## config.mk

```make
export PLATFORM = sky130hd
export DESIGN_NAME = scso_ctrl
export DESIGN_NICKNAME = d
export VERILOG_FILES = /design/src/design/scso_pkg.sv /design/src/design/scso_ctrl.sv
export VERILOG_INCLUDE_DIRS = /design/src /design/src/design
export SDC_FILE = /design/constraint.sdc
export NUM_CORES = 1
export LEC_CHECK = 0
export BUFFER_PORTS_ARGS = -buffer_cell sky130_fd_sc_hd__buf_2
export CAP_MARGIN = 25
export CORE_AREA = 2 2 39 41
export DETAILED_ROUTE_END_ITERATION = 12
export DIE_AREA = 0 0 41 43
export PLACE_DENSITY = 0.5
export SYNTH_ARGS = -nofsm -noshare
export SYNTH_HDL_FRONTEND = slang
export SYNTH_SLANG_ARGS = --single-unit
```

## constraint.sdc

```tcl
create_clock -name clk -period 2.17 [get_ports clk]
set_input_delay 0.1085 -clock clk [delete_from_list [all_inputs] [get_ports clk]]
set_output_delay 0.1085 -clock clk [all_outputs]
set_load 0.02 [all_outputs]
```

## src/design/scaled_sprite_overlay_assert.svh

```systemverilog
// Assertion macros for the controller RTL; clocked on clk, quiet while rst is high.
`ifndef SCALED_SPRITE_OVERLAY_ASSERT_SVH
`define SCALED_SPRITE_OVERLAY_ASSERT_SVH

`ifndef SYNTHESIS
`define SSO_ASSERT(lbl, prop, msg) \
  lbl: assert property (@(posedge clk) disable iff (rst) (prop)) else $error(msg);
`define SSO_ASSERT_NEXT(lbl, ante, cons, msg) \
  lbl: assert property (@(posedge clk) disable iff (rst) (ante) |=> (cons)) else $error(msg);
`else
`define SSO_ASSERT(lbl, prop, msg)
`define SSO_ASSERT_NEXT(lbl, ante, cons, msg)
`endif

`endif

```

## src/design/scso_pkg.sv

```systemverilog
package scso_pkg;

  localparam int PIXEL_BYTES   = 4;
  localparam int PIXEL_W       = 8 * PIXEL_BYTES;
  localparam int CFG_W         = 24;
  localparam int CFG_IDX_W     = 3;
  localparam int DIM_W         = 13;
  localparam int CNT_W         = 12;
  localparam int INV_W         = 24;
  localparam int FRAC_W        = 16;
  localparam int PROD_W        = DIM_W + INV_W;
  localparam int STEP_W        = PROD_W - FRAC_W;
  localparam int BASE_W        = 2 * DIM_W;
  localparam int IDX_W         = BASE_W + 1;

  // Store depth must be a power of two: the store index wraps by dropping upper bits.
  localparam int FG_MAX_PIXELS_DEF = 4096;
  localparam int CHANNELS_DEF      = 4;

  localparam logic [DIM_W-1:0] COUNTER_SPAN = 13'd4096;

  localparam logic ACT_LOAD      = 1'b0;
  localparam logic ACT_COMPOSITE = 1'b1;

  localparam logic [CFG_IDX_W-1:0] CFG_SRC_WIDTH     = 3'd0;
  localparam logic [CFG_IDX_W-1:0] CFG_SRC_HEIGHT    = 3'd1;
  localparam logic [CFG_IDX_W-1:0] CFG_SCALED_WIDTH  = 3'd2;
  localparam logic [CFG_IDX_W-1:0] CFG_SCALED_HEIGHT = 3'd3;
  localparam logic [CFG_IDX_W-1:0] CFG_INV_SCALE     = 3'd4;
  localparam logic [CFG_IDX_W-1:0] CFG_ROW_START     = 3'd5;
  localparam logic [CFG_IDX_W-1:0] CFG_COL_START     = 3'd6;
  localparam logic [CFG_IDX_W-1:0] CFG_BG_WIDTH      = 3'd7;

  typedef enum logic [5:0] {
    ST_IDLE = 6'b000001,
    ST_MUL  = 6'b000010,
    ST_SAT  = 6'b000100,
    ST_IDX  = 6'b001000,
    ST_RD   = 6'b010000,
    ST_FIN  = 6'b100000
  } state_t;

  typedef struct packed {
    logic load_we;
    logic start;
    logic mul_en;
    logic sat_en;
    logic idx_en;
    logic rd_en;
    logic out_load;
  } cmd_t;

endpackage

```

## src/design/scso_ctrl.sv

```systemverilog
`include "scaled_sprite_overlay_assert.svh"

module scso_ctrl import scso_pkg::*; (
  input  logic clk,
  input  logic rst,
  input  logic in_valid,
  output logic in_ready,
  input  logic action,
  output logic out_valid,
  input  logic out_ready,
  output cmd_t cmd
);

  state_t state, state_next;
  logic   accept;
  logic   out_valid_next;

  assign in_ready = (state == ST_IDLE);
  assign accept   = in_valid && in_ready;

  always_comb begin
    cmd          = '0;
    cmd.load_we  = accept && (action == ACT_LOAD);
    cmd.start    = accept && (action == ACT_COMPOSITE);
    cmd.mul_en   = (state == ST_MUL);
    cmd.sat_en   = (state == ST_SAT);
    cmd.idx_en   = (state == ST_IDX);
    cmd.rd_en    = (state == ST_RD);
    cmd.out_load = (state == ST_FIN) && (!out_valid || out_ready);
  end

  always_comb begin
    state_next = state;
    case (state)
      ST_IDLE: begin
        if (cmd.start) begin
          state_next = ST_MUL;
        end
      end
      ST_MUL:  state_next = ST_SAT;
      ST_SAT:  state_next = ST_IDX;
      ST_IDX:  state_next = ST_RD;
      ST_RD:   state_next = ST_FIN;
      ST_FIN: begin
        // hold until the output register can take the beat
        if (cmd.out_load) begin
          state_next = ST_IDLE;
        end
      end
      default: state_next = ST_IDLE;
    endcase
  end

  always_comb begin
    out_valid_next = out_valid;
    if (cmd.out_load) begin
      out_valid_next = 1'b1;
    end else if (out_ready) begin
      out_valid_next = 1'b0;
    end
  end

  always_ff @(posedge clk) begin
    if (rst) begin
      state     <= ST_IDLE;
      out_valid <= 1'b0;
    end else begin
      state     <= state_next;
      out_valid <= out_valid_next;
    end
  end

  `SSO_ASSERT(a_busy_not_ready, (state != ST_IDLE) |-> !in_ready, "ready while busy")
  `SSO_ASSERT_NEXT(a_fin_holds, (state == ST_FIN) && out_valid && !out_ready,
                   state == ST_FIN, "merge step left with output full")
  `SSO_ASSERT(a_valid_from_fin, $rose(out_valid) |-> $past(state == ST_FIN),
              "result beat raised outside merge step")

endmodule

```

==> results_dict.tcl <==
set metrics [dict create \
    cp_max_fo 7 \
    diodes 0 \
    antenna_found_initial 0 \
    fp.dieW_um 41 \
    hold_path_class "primary input to flip-flop" \
    ys_seq_elements 7 \
    final_cells 73 \
    finalWorstSetupSlack_ps 135 \
    cts_setup_buffers 0 \
    die_height_um 43 \
    powerDensity_mw_per_mm2 616 \
    relSlewSlack_pct 71.0 \
    ir_worst_vdd_v 0.000228 \
    drive_above_1_share_pct 35.1 \
    grtUsageTotal_pct 11.7 \
    path_class "flip-flop to primary output" \
    hpwl_um 603 \
    crit_path_end_kind "primary output" \
    total_power_mw 0.294 \
    cap_viol_max_count 0 \
    p_leak_nw 0.210 \
    die-area_mm2 0.00176 \
    cts_resized 0 \
    yosys_warnings 0 \
    drt-initial-drc-count 5 \
    synthAdderAreaFrac_pct 0 \
    htreeDepth 1 \
    ioPinCount 14 \
    crit_start "state[2]" \
    antenna_left 0 \
    clk_pin_slew_ps 50 \
    rsz0062_at_grt "false" \
    grt_max_degree 10 \
    synth_xor_area_share_pct 2.34 \
    via_count 350 \
    clock-sinks 7 \
    dp_slack_ps 393 \
    fin_setup_tns_ps 0 \
    finalCriticalPeriod_ps 2030 \
    run_status "completed" \
    r2r_start "state[2]" \
    holdWs_ps 127 \
    drt-total-wl_um 784 \
    synthSimpleGateAreaFrac_pct 42.1 \
    post-route-period-util_pct 93.8 \
    yosysUniqueCellTypes 24 \
    crit_required_ps 2060 \
    hp-start "rst" \
    n_fill_cell 158 \
    drc 0 \
    synth_compound_area_share_pct 10.0 \
    clockBufferDepth 2 \
    synth_mux_area_share_pct 2.68 \
    syn_to_final_growth_pct 27.8 \
    place_inst 69 \
    rows 14 \
    synth_ff_type "dfxtp_1" \
    cts_made_buffers 3 \
    dr.pass1.iters 3 \
    io_buffers 13 \
    tritoncts "yes" \
    syn_inst 42 \
    first_global_vias 304 \
    synth_nets 47 \
    place.gp.congestion 0.727 \
    maxSlewViolCount 0 \
    overflow 0 \
    max_freq_mhz 491 \
    setup_viol 0 \
    hold_buffers 0 \
    hold_viol 0 \
    avgRoutedWirePerCell_um 10.7 \
    avgSynthCellArea_um2 8.91 \
    nNetsFinal 63 \
    synth_edf_count 0 \
    cp.arrival_ps 1930 \
    vias_per_cell 4.79 \
    clkLatencyLatePin_ps 240 \
    core_area_mm2 0.00138 \
    root_buffer "clkbuf_4" \
    worst_pin_slew_ps 432 \
    synthesis.area_um2 374 \
    fin_util_pct 34.5 \
    cp-start-kind "flip-flop" \
    clock_skew_ps 2.45 \
    synthArstFlopShare_pct 0 \
    floorplan.initialDensity_pct 27.0 \
    synth_seq_area_share_pct 37.5 \
    dpl-instance-area_um2 452 \
    final_area_um2 478 \
    synth_top_family_by_area "simple AND/OR/NAND/NOR gates" \
    grt_pass1_wl_mm 1.30 \
]
## where the power goes
group          internal [mW]  total (mW)  switching [mW]  leakage [nW]
clock                 0.0700       0.116          0.0455        0.0150
combinational         0.0180      0.0408          0.0229         0.138
sequential             0.132       0.138         0.00618        0.0567
total                  0.220       0.294          0.0745         0.210
## routing by layer
layer  GRT usage [%]  wire length [µm]  vias up
li1                -                 -      188
met1            14.6               388      149
met2            15.6               322       11
met3            1.57                46        2
met4            12.0                26        0
met5               0                 0        -
## state kept, by name, summed over array words and instances, names as in the netlist
name and count:
out_valid 1, state 6
## Yosys cell counts (2+ instances only)
master / n / area [µm²]
dfxtp_1: 7 / 140
nor2b_1: 3 / 18.8
nor3_1: 3 / 15.0
nor4_1: 3 / 18.8
a21oi_1: 2 / 10.0
clkbuf_1: 2 / 7.51
nor2_1: 2 / 7.51
nor3b_1: 2 / 15.0
o21ai_0: 2 / 10.0
or4b_1: 2 / 20.0
## cell type report
class	count	area (µm²)	area share, %
Timing Repair Buffer	14	72.6	15.2
Sequential cell	7	140	29.3
Multi-Input combinational cell	31	214	44.8
Tap cell	16	20.0	4.19
Clock buffer	4	26.3	5.50
Inverter	1	5.00	1.05
## worst max-delay path, stage by stage, from the launching register on
cell and delay (ps):
dfxtp_1 350, or4_1 560, or3b_4 420, nor3b_1 170, buf_2 190
## path summary, 6_finish.rpt
kind,to,slack [ps],depth (start not counted)
setup / recovery,cmd[6],140,4
hold / removal,out_valid,130,2
setup reg to reg,state[0],500,5
hold reg to reg,out_valid,490,2
## cells by family after synthesis
group                     count (synthesis)
and+or+nand+nor                          23
DFF                                       7
AOI/OAI and AO/OA                         6
buffers and inverters                     4
xor gates and xnor gates                  1
muxes                                     1
## layout by cell type, fill, tap and decap left out, types with 2 or more instances in the layout
cell / instances
or4b_1: 2
nor3_1: 3
nor3b_1: 2
nor2_1: 2
nor2b_1: 3
a21oi_1: 2
o21ai_0: 2
buf_2: 13
dfxtp_1: 7
clkbuf_4: 3
nor4_1: 3
Note: power is estimated with default switching activity, not from simulation.
